**src/rtl/fwkr_pkg.sv**
```systemverilog
// Package for the keyed-removal queue: payload types, cell control and operation codes.
`default_nettype none
package fwkr_pkg;

    localparam int DEPTH_DEF     = 16;
    localparam int ITEM_BITS_DEF = 32;

    localparam logic [31:0] KEY_MASK_RST = 32'hFFFF_FFFF;

    localparam logic [2:0] K_ENQ    = 3'd0;
    localparam logic [2:0] K_DEQ    = 3'd1;
    localparam logic [2:0] K_REMOVE = 3'd2;
    localparam logic [2:0] K_REWIND = 3'd3;
    localparam logic [2:0] K_ITER   = 3'd4;

    typedef struct packed {
        logic [2:0]  kind;
        logic [31:0] item_value;
    } t_in;

    typedef struct packed {
        logic        ok;
        logic [31:0] item_out;
        logic [4:0]  count_out;
        logic        empty_res;
    } t_out;

    typedef struct packed {
        logic wr;
        logic deq;
        logic cmp;
        logic commit;
    } t_cell_ctl;

endpackage
`default_nettype wire

```
**src/rtl/fwkr_cell.sv**
```systemverilog
// One queue cell: holds an entry, compares it to the key and shifts down from its neighbour.
`default_nettype none
module fwkr_cell #(
    parameter int W   = fwkr_pkg::ITEM_BITS_DEF,
    parameter int CW  = 5,
    parameter int IDX = 0
) (
    input  wire                  i_clk,
    input  fwkr_pkg::t_cell_ctl  i_ctl,
    input  wire  [CW-1:0]        i_count,
    input  wire  [CW-1:0]        i_iter,
    input  wire  [W-1:0]         i_wr_data,
    input  wire  [W-1:0]         i_key,
    input  wire  [W-1:0]         i_mask,
    input  wire  [W-1:0]         i_next_data,
    input  wire                  i_found_below,
    output logic [W-1:0]         o_data,
    output logic [W-1:0]         o_sel_data,
    output logic                 o_found,
    output logic                 o_dec
);

    localparam logic [CW-1:0] MY_IDX = CW'(IDX);

    logic [W-1:0] r_data;
    logic         r_hit;
    logic         w_valid;
    logic         w_match;
    logic         w_first;
    logic         w_shift;

    assign w_valid = MY_IDX < i_count;
    assign w_match = ((r_data ^ i_key) & i_mask) == '0;
    assign w_first = r_hit && !i_found_below;
    assign o_found = i_found_below || r_hit;
    assign o_dec   = w_first && (MY_IDX < i_iter);
    assign w_shift = i_ctl.deq || (i_ctl.commit && o_found);

    assign o_data     = r_data;
    assign o_sel_data = (MY_IDX == i_iter) ? r_data : '0;

    always_ff @(posedge i_clk) begin
        if (i_ctl.wr && (MY_IDX == i_count)) begin
            r_data <= i_wr_data;
        end else if (w_shift) begin
            r_data <= i_next_data;
        end
        if (i_ctl.cmp) begin
            r_hit <= w_valid && w_match;
        end
    end

endmodule
`default_nettype wire

```
**src/rtl/fifo_with_keyed_removal.sv**
```systemverilog
// Top level of the bounded queue with removal by masked key and a read iterator.
`default_nettype none
// A bounded first-in-first-out queue of DEPTH item handles held in a row of cells, with
// enqueue, dequeue, remove-oldest-by-masked-key, rewind and iterate-next operations. Each
// operation gives one result word: success, item, fill count and empty flag. Enqueue,
// dequeue, rewind, iterate and the unused codes finish when accepted; remove compares
// every cell with the key in parallel, then resolves the oldest hit along the cell chain
// and closes the gap. A result word waits in the output register until it is taken, and
// while the receiver stalls it the next operation is held off; an operation is taken in
// the cycle that the waiting word leaves. The key mask resets to all ones and is written
// through its own port; the user must do so only while the block is idle (not enforced).
module fifo_with_keyed_removal #(
    parameter int DEPTH     = fwkr_pkg::DEPTH_DEF,
    parameter int ITEM_BITS = fwkr_pkg::ITEM_BITS_DEF
) (
    input  wire            i_clk,
    input  wire            i_rst_n,
    input  wire            i_in_valid,
    output logic           o_in_stall,
    input  fwkr_pkg::t_in  i_in_data,
    output logic           o_out_valid,
    input  wire            i_out_stall,
    output fwkr_pkg::t_out o_out_data,
    input  wire            i_cfg_valid,
    output logic           o_cfg_ready,
    input  wire  [31:0]    i_cfg_data
);

    localparam int W  = (ITEM_BITS < 32) ? ITEM_BITS : 32;
    localparam int CW = $clog2(DEPTH + 1);
    localparam logic [CW-1:0] FULL = CW'(DEPTH);
    localparam logic [CW-1:0] ONE  = CW'(1);

    typedef enum logic [1:0] {
        S_IDLE   = 2'b01,
        S_REMOVE = 2'b10
    } t_state;

    t_state              r_state, n_state;
    logic [CW-1:0]       r_count, n_count;
    logic [CW-1:0]       r_iter, n_iter;
    logic [31:0]         r_key_mask;
    logic                r_out_valid;
    fwkr_pkg::t_out      r_out, n_out;
    fwkr_pkg::t_cell_ctl w_ctl;
    logic                w_acc;
    logic                w_load;
    logic                w_dec_any;
    logic [W-1:0]        w_sel_any;

    logic [W-1:0] w_data [DEPTH+1];
    logic [W-1:0] w_sel  [DEPTH];
    logic         w_dec  [DEPTH];
    logic         w_found[DEPTH+1];

    assign o_cfg_ready = 1'b1;
    assign o_in_stall  = !((r_state == S_IDLE) && (!r_out_valid || !i_out_stall));
    assign w_acc       = i_in_valid && !o_in_stall;
    assign o_out_valid = r_out_valid;
    assign o_out_data  = r_out;

    assign w_found[0]    = 1'b0;
    assign w_data[DEPTH] = '0;

    for (genvar g = 0; g < DEPTH; g++) begin : g_cell
        fwkr_cell #(.W(W), .CW(CW), .IDX(g)) u_cell (
            .i_clk         (i_clk),
            .i_ctl         (w_ctl),
            .i_count       (r_count),
            .i_iter        (r_iter),
            .i_wr_data     (i_in_data.item_value[W-1:0]),
            .i_key         (i_in_data.item_value[W-1:0]),
            .i_mask        (r_key_mask[W-1:0]),
            .i_next_data   (w_data[g+1]),
            .i_found_below (w_found[g]),
            .o_data        (w_data[g]),
            .o_sel_data    (w_sel[g]),
            .o_found       (w_found[g+1]),
            .o_dec         (w_dec[g])
        );
    end

    always_comb begin
        w_sel_any = '0;
        w_dec_any = 1'b0;
        for (int i = 0; i < DEPTH; i++) begin
            w_sel_any = w_sel_any | w_sel[i];
            w_dec_any = w_dec_any | w_dec[i];
        end
    end

    always_comb begin
        n_state          = r_state;
        n_count          = r_count;
        n_iter           = r_iter;
        w_ctl            = '0;
        w_load           = 1'b0;
        n_out            = '0;
        if (r_state == S_REMOVE) begin
            w_ctl.commit = 1'b1;
            w_load       = 1'b1;
            n_state      = S_IDLE;
            n_out.ok     = w_found[DEPTH];
            if (w_found[DEPTH]) begin
                n_count = r_count - ONE;
                if (w_dec_any) begin
                    n_iter = r_iter - ONE;
                end
            end
        end else if (w_acc) begin
            w_load = 1'b1;
            case (i_in_data.kind)
                fwkr_pkg::K_ENQ: begin
                    if (r_count != FULL) begin
                        w_ctl.wr = 1'b1;
                        n_count  = r_count + ONE;
                        n_out.ok = 1'b1;
                    end
                end
                fwkr_pkg::K_DEQ: begin
                    if (r_count != '0) begin
                        w_ctl.deq      = 1'b1;
                        n_count        = r_count - ONE;
                        n_out.ok       = 1'b1;
                        n_out.item_out = 32'(w_data[0]);
                        if (r_iter != '0) begin
                            n_iter = r_iter - ONE;
                        end
                    end
                end
                fwkr_pkg::K_REMOVE: begin
                    w_ctl.cmp = 1'b1;
                    w_load    = 1'b0;
                    n_state   = S_REMOVE;
                end
                fwkr_pkg::K_REWIND: begin
                    n_iter   = '0;
                    n_out.ok = 1'b1;
                end
                fwkr_pkg::K_ITER: begin
                    if (r_iter < r_count) begin
                        n_iter         = r_iter + ONE;
                        n_out.ok       = 1'b1;
                        n_out.item_out = 32'(w_sel_any);
                    end
                end
                default: begin
                    n_out.ok = 1'b0;
                end
            endcase
        end
        n_out.count_out = 5'(n_count);
        n_out.empty_res = (n_count == '0);
    end

    always_ff @(posedge i_clk) begin
        if (!i_rst_n) begin
            r_state     <= S_IDLE;
            r_count     <= '0;
            r_iter      <= '0;
            r_key_mask  <= fwkr_pkg::KEY_MASK_RST;
            r_out_valid <= 1'b0;
        end else begin
            r_state <= n_state;
            r_count <= n_count;
            r_iter  <= n_iter;
            if (i_cfg_valid && o_cfg_ready) begin
                r_key_mask <= i_cfg_data;
            end
            if (w_load) begin
                r_out_valid <= 1'b1;
            end else if (!i_out_stall) begin
                r_out_valid <= 1'b0;
            end
        end
    end

    always_ff @(posedge i_clk) begin
        if (w_load) begin
            r_out <= n_out;
        end
    end

`ifndef ASSERT_OFF
    a_remove_follows_accept: assert property (@(posedge i_clk) disable iff (!i_rst_n)
        (r_state == S_REMOVE) |->
            $past(w_acc && (i_in_data.kind == fwkr_pkg::K_REMOVE)))
        else $error("remove phase without an accepted remove");
    a_remove_out_free: assert property (@(posedge i_clk) disable iff (!i_rst_n)
        (r_state == S_REMOVE) |-> !r_out_valid)
        else $error("output register busy during remove");
    a_count_bound: assert property (@(posedge i_clk) disable iff (!i_rst_n)
        r_count <= FULL)
        else $error("fill count above depth");
    a_iter_bound: assert property (@(posedge i_clk) disable iff (!i_rst_n)
        r_iter <= r_count)
        else $error("iterator beyond fill count");
`endif

endmodule
`default_nettype wire
```
**config.mk**
```make
export PLATFORM = sky130hd
export DESIGN_NAME = fifo_with_keyed_removal
export DESIGN_NICKNAME = d
export VERILOG_FILES = /design/src/rtl/fwkr_pkg.sv /design/src/rtl/fwkr_cell.sv /design/src/rtl/fifo_with_keyed_removal.sv
export SDC_FILE = /design/constraint.sdc
export NUM_CORES = 2
export LEC_CHECK = 0
export BUFFER_PORTS_ARGS = -buffer_cell sky130_fd_sc_hd__buf_2
export CAP_MARGIN = 30
export CORE_ASPECT_RATIO = 0.7
export CORE_MARGIN = 5
export CORE_UTILIZATION = 35
export CTS_BUF_LIST = sky130_fd_sc_hd__clkbuf_8
export DETAILED_ROUTE_END_ITERATION = 10
export PLACE_DENSITY_LB_ADDON = 0.12
export SETUP_SLACK_MARGIN = 0.05
export SLEW_MARGIN = 40
export SYNTH_ARGS = -nofsm -noshare
export SYNTH_HDL_FRONTEND = slang
export SYNTH_SLANG_ARGS = --single-unit
```
**constraint.sdc**
```tcl
create_clock -name i_clk -period 3.7 [get_ports i_clk]
set_input_delay 0.185 -clock i_clk [delete_from_list [all_inputs] [get_ports i_clk]]
set_output_delay 0.185 -clock i_clk [all_outputs]
set_load 0.02 [all_outputs]
```
# Word-level counts from Yosys, hierarchy flattened
# Index checks and enable logic that the tools add are counted.
# totals
reg_bits	612
in_bits	72
output_inout_bits	42
wordCells	441
# classes
addsub	4
magnitude_cmp	33
eq_ne	43
mux	81
bitwise	64
reduce_logical	175
# ops
op	n
32-bit 2-to-1 mux	48
32-bit AND	16
32-bit logical NOT	16
32-bit bitwise XOR	16
32-bit OR	15
33-bit 2-to-1 mux	3
1-bit logical AND	81
4-bit by 5-bit equality test with 1-bit output, first input constant	16
4-bit by 5-bit < comparator with 1-bit output, first input constant	16
32-bit one-hot mux with 2 select lines	1
5-bit 2-to-1 mux	12
3-bit by 5-bit equality test with 1-bit output, first input constant	8
3-bit by 5-bit < comparator with 1-bit output, first input constant	8
2-bit nonzero test	17
1-bit logical OR	32
2-bit by 5-bit equality test with 1-bit output, first input constant	4
1-bit by 5-bit < comparator with 1-bit output, first input constant	4
2-bit by 5-bit < comparator with 1-bit output, first input constant	4
1-bit logical NOT	18
5-bit logical NOT	3
1-bit OR	15
5-bit one-hot mux with 3 select lines	1
1-bit 2-to-1 mux	12
5-bit by 1-bit adder with 5-bit output, second input constant	2
other kinds (22)	32

# Longest topological paths before layout
# logic_depth
word_depth	21
ltp_mapped	12
mapped_depth_nobuf	8

# Cells and area by module
# A second synthesis with hierarchy kept.
# unflattened
hier_cells	3202
area_unflattened_um2	39686.8
# modules_own_cells
mod	instances	cells_per_inst	area_each_um2	seq_area_each_um2
fifo_with_keyed_removal	1	548	4962.3	2072.0
fwkr_cell (g_cell[0].u_cell ...)	2	165	2208.4	991.0
fwkr_cell (g_cell[1].u_cell)	1	165	2243.4	991.0
fwkr_cell (g_cell[4].u_cell)	1	170	2242.2	991.0
fwkr_cell (g_cell[8].u_cell)	1	167	2240.9	991.0
fwkr_cell (g_cell[6].u_cell)	1	166	2237.1	991.0
fwkr_cell (g_cell[12].u_cell)	1	167	2220.9	991.0
fwkr_cell (g_cell[5].u_cell)	1	164	2197.1	991.0
fwkr_cell (g_cell[15].u_cell)	1	164	2129.5	991.0
fwkr_cell (g_cell[9].u_cell)	1	167	2128.3	991.0
fwkr_cell (g_cell[14].u_cell)	1	166	2122.0	991.0
fwkr_cell (g_cell[10].u_cell)	1	169	2119.5	991.0
fwkr_cell (g_cell[2].u_cell)	1	166	2113.3	991.0
fwkr_cell (g_cell[7].u_cell)	1	163	2105.8	991.0
2 more rows	-	-	-	-

# Least setup slack after synthesis
# OpenSTA, ideal clock, no wires.
# synth_path
path_kind	register -> register
start	reg r_count[1]
end	reg g_cell[12].u_cell.r_data[0], enable pin
setup_time_ns	0.568
t_arrival_ns	2.927
required_time_ns	3.132
path_slack_ns	0.206
stages_incl_launch_ff	11
n_path_buf	4
period_less_slack_ns	3.494
cell_sequence	dfxtp_1 -> clkbuf_1 -> inv_1 -> ha_1 -> buf_2 -> or4b_1 -> and3_1 -> buf_6 -> nand2_1 -> clkbuf_1 -> o211ai_1
# synth_via
elab_chain_len	7
elab_cells_between_ends	12
cone_classes	eq/ne: 2; mux: 6; reduce/logical: 4
# synth_lines
element	line_no	rtl
start, declared	fifo_with_keyed_removal.sv:40	logic [CW-1:0] r_count, n_count;
start signal, assigned	fifo_with_keyed_removal.sv:165	r_count <= n_count;
5-bit inequality test or 5-bit nonzero test (tied branches)	fifo_with_keyed_removal.sv:114, fifo_with_keyed_removal.sv:121	
1-bit 2-to-1 mux (on tied branches)	fifo_with_keyed_removal.sv:114, fifo_with_keyed_removal.sv:121	
1-bit 2-to-1 mux	fifo_with_keyed_removal.sv:112	case (i_in_data.kind)
3-bit 2-to-1 mux	fifo_with_keyed_removal.sv:110	end else if (w_acc) begin
3-bit 2-to-1 mux	fifo_with_keyed_removal.sv:99	if (r_state == S_REMOVE) begin
1-bit logical AND or 1-bit logical OR (tied branches)	fwkr_cell.sv:43, fwkr_cell.sv:37	
2-bit nonzero test (no source line) *	-	
end signal, assigned	fwkr_cell.sv:44	r_data <= i_wr_data;
end signal, assigned	fwkr_cell.sv:46	r_data <= i_next_data;
end, declared	fwkr_cell.sv:25	logic [W-1:0] r_data;
# Mark *: on every way between the ends. The rest lies on a longest branch, timed or not.
# A chain may end at the register's enable or synchronous reset.

# Worst setup path in the final report
# layout_path
start	reg r_count[4]
end	reg g_cell[13].u_cell.r_hit, data pin
# layout_via
elab_chain_len	2
# layout_lines
element	line_no	rtl
4-bit by 5-bit < comparator with 1-bit output	fwkr_cell.sv:32	assign w_valid = MY_IDX < i_count;
1-bit logical AND	fwkr_cell.sv:49	r_hit <= w_valid && w_match;
end signal, assigned	fwkr_cell.sv:49	
end, declared	fwkr_cell.sv:26	logic r_hit;
# Every way passes these cells.

==> out/results.ini <==
[run_status]
status = finished, final reports clean

[global_routing]
grt_use_total = 0.3846
grt_max_degree = 33
grt_pass1_vias = 29560
overflow = 0
antenna_found_initial = 32
grt_pass1_wl_um = 289500

[setup_path]
crit_family = compound AO/OA/AOI/OAI gates
required_ns = 4.22
cp-end-kind = register
critPathSlowestCell = nor3_1
critPathLaunchType = register
worst-setup-path-type = register to register
path_max_fanout = 9
cp.arrival_ns = 3.92
timing.critical_path.buf_inv = 1
crit_path_max_incr_delay_ns = 0.60
crit_chain = buf_4, a31oi_1, a21oi_1, nand3_1, a221oi_1, nand4_1, nor3_1

[placed_design]
place_congestion = 1.076
post-dp-hpwl_um = 157800
portBuffers = 112
placed_area_um2 = 40000

[drt]
ant_nets = 0
wire_per_inst_um = 47.08
via_per_inst = 6.733
route.detailed.drc = 0
finalWirelength_um = 222300
drt_first_pass_iters = 8
first_iter_violations = 6617
vias = 31801

[finish]
syn2layout_area_growth_pct = 16.54
layout-drive-gt1-share = 0.3093
fin_nets = 3295
fin_area_um2 = 43020

[synthesis]
synth_seq_area_share = 0.4856
synth_top_area_frac = 0.4612
synth_flop_cell = edfxtp_1
synthTopCellsByArea = edfxtp_1, mux2_2, xor2_1
ys_types = 75
synth_area_um2 = 36920
synth_edf_count = 567
ys_warn_count = 0
ys_seq_elements = 612
syn_nets = 3142
synthArstFlopShare = 0
synthCells = 3056
syn_area_per_cell_um2 = 12.08
synth_area_leader_cell = edfxtp_1

[floorplanning]
boundaryPins = 114
die_area_um2 = 112200
rows = 99
die_x_um = 398.2
initial_core_util = 0.3535
fp.coreArea_um2 = 104400
die_y_um = 281.7

[sta]
fin_crit_sh = 0.9187
relSlewSlack = 0.3058
hold_violations = 0
period_needed_ns = 3.399
drv_slew = 0
rsz0062_at_grt = no
setup_viol = 0
worst_pin_slew_ns = 1.041
tns_ns = 0
skew_ns = 0.05548
fmaxAchievable_ghz = 0.2942

[flow_run]
maxCapViolCount = 0

[clock_tree]
clk_pin_slew_ns = 0.07
cts_sinks = 612
clkLatencyLatePin_ns = 0.83
cts_made_buffers = 106
clockRootBuffer = clkbuf_8
cts_tree = yes
ctsHoldBuffers = 82
cts_setup_buffers = 0
htree_levels = 3
clock_path_buffers = 3
cts_resized = 0

[power]
power_mw = 17.64
power_density_nw_per_um2 = 410.0
leakage_nw = 15.77
ir_drop_v = 0.0002825

[min_path]
holdCritPathClass = input pin to register

sequential cells by signal (all words and copies together) (netlist names):
signal	flops
g_cell.u_cell.o_data	512
o_out_valid	1
g_cell.u_cell.r_hit	16
o_out_data	39
r_state	2
r_iter	5
r_key_mask	32
r_count	5
Yosys cell counts, types with 3 or more instances:
| library cell | n |
|---|---|
| nand2_2 | 3 |
| o21ai_0 | 47 |
| nor4_1 | 8 |
| a31oi_1 | 5 |
| nand2b_1 | 6 |
| nor3b_1 | 3 |
| or2_2 | 5 |
| nor4bb_1 | 4 |
| a22oi_1 | 192 |
| inv_1 | 10 |
| a21oi_1 | 54 |
| buf_2 | 41 |
| clkbuf_1 | 281 |
| nand2_1 | 146 |
| a222oi_1 | 77 |
| a221oi_1 | 107 |
| o211ai_1 | 9 |
| mux2_2 | 478 |
| dfxtp_1 | 45 |
| and2_1 | 8 |
| mux2i_1 | 36 |
| nand4_1 | 69 |
| nand3_1 | 39 |
| buf_1 | 26 |
| xor2_1 | 513 |
| edfxtp_1 | 567 |
| and3_1 | 41 |
| o31ai_1 | 7 |
| nor2_1 | 23 |
| or3_1 | 4 |
| nor2b_1 | 8 |
| nor3_1 | 22 |
| ha_1 | 14 |
| a22o_1 | 102 |
worst register-to-register path, stage by stage, from the launching register on:
cell	delay (ns)
dfxtp_1	0.55
buf_4	0.29
a31oi_1	0.15
a21oi_1	0.53
nand3_1	0.17
a221oi_1	0.51
nand4_1	0.34
nor3_1	0.61
per-layer routing:
layer,global-route usage,up-vias,wire length (µm)
li1,-,12128,-
met1,0.5391,16394,91630
met2,0.5366,2749,88700
met3,0.1545,508,32530
met4,0.1327,22,9315
met5,0,-,167
worst paths after layout:
| path | startpoint | end | slack, ns | depth (start not counted) |
|---|---|---|---|---|
| worst min-delay path | i_in_data[32] | o_out_data[38] | 0.07 | 4 |
| worst min register to register | r_state[1] | r_state[1] | 0.53 | 2 |
| worst max register to register | r_count[4] | g_cell[13].u_cell.r_hit | 0.30 | 7 |
| worst max-delay path | r_count[4] | g_cell[13].u_cell.r_hit | 0.30 | 7 |
area by class of cell:
cell class	count	area, µm²
flip-flops and latches	612	17940
inverters	10	37.54
diodes	11	27.53
repair buffers	397	3273
multi-input cells	2082	17860
clock inverters	81	515.5
clock buffers	116	1597
fillers	9894	61400
well taps	1414	1769
metrics by stage:
stage | hold WS [ns] | setup slack (ns) | cells | util
2_1_floorplan | 0.3135 | 0.2056 | 3056 | -
3_3_place_gp | 0.3983 | 0.1124 | 4428 | 0.3819
3_5_place_dp | 0.4062 | 0.4477 | 4432 | 0.3831
4_1_cts | 0.006717 | 0.4327 | 4711 | 0.4112
5_1_grt | 0.07214 | 0.2689 | 4713 | 0.4118
6_report | 0.06912 | 0.3007 | 4723 | 0.4120
where the power goes:
| group | internal [mW] | switching (mW) |
|---|---|---|
| clock network | 3.26 | 3.28 |
| registers | 7.73 | 0.301 |
| logic | 0.908 | 2.16 |
| total | 11.9 | 5.74 |
placed cells by master, fill, tap and decap left out, types with 36 or more instances in the layout:
master         count
mux2_2           478
xor2_1           499
buf_2            113
clkbuf_8         116
buf_4            171
a22oi_1          192
dlygate4sd3_1     82
inv_1             37
nand2_1          133
a21oi_1           54
mux2i_1           36
and3_1            37
a22o_1           102
a222oi_1          77
a221oi_1         107
edfxtp_1         567
nand4_1           69
o21ai_0           47
dfxtp_1           37
logic make-up after synthesis:
kind of cell | after synthesis | share of synthesized area
buffers and inverters | 362 | 0.03881
AND/OR/NAND/NOR | 408 | 0.05837
AO/OA/AOI/OAI | 629 | 0.1342
flip-flops | 612 | 0.4856
adder cells (fa/ha/maj) | 14 | 0.004745
XOR/XNOR | 514 | 0.1219
other | 1 | 0.0001016
multiplexers | 516 | 0.1562
(Power assumes the default switching activity.)
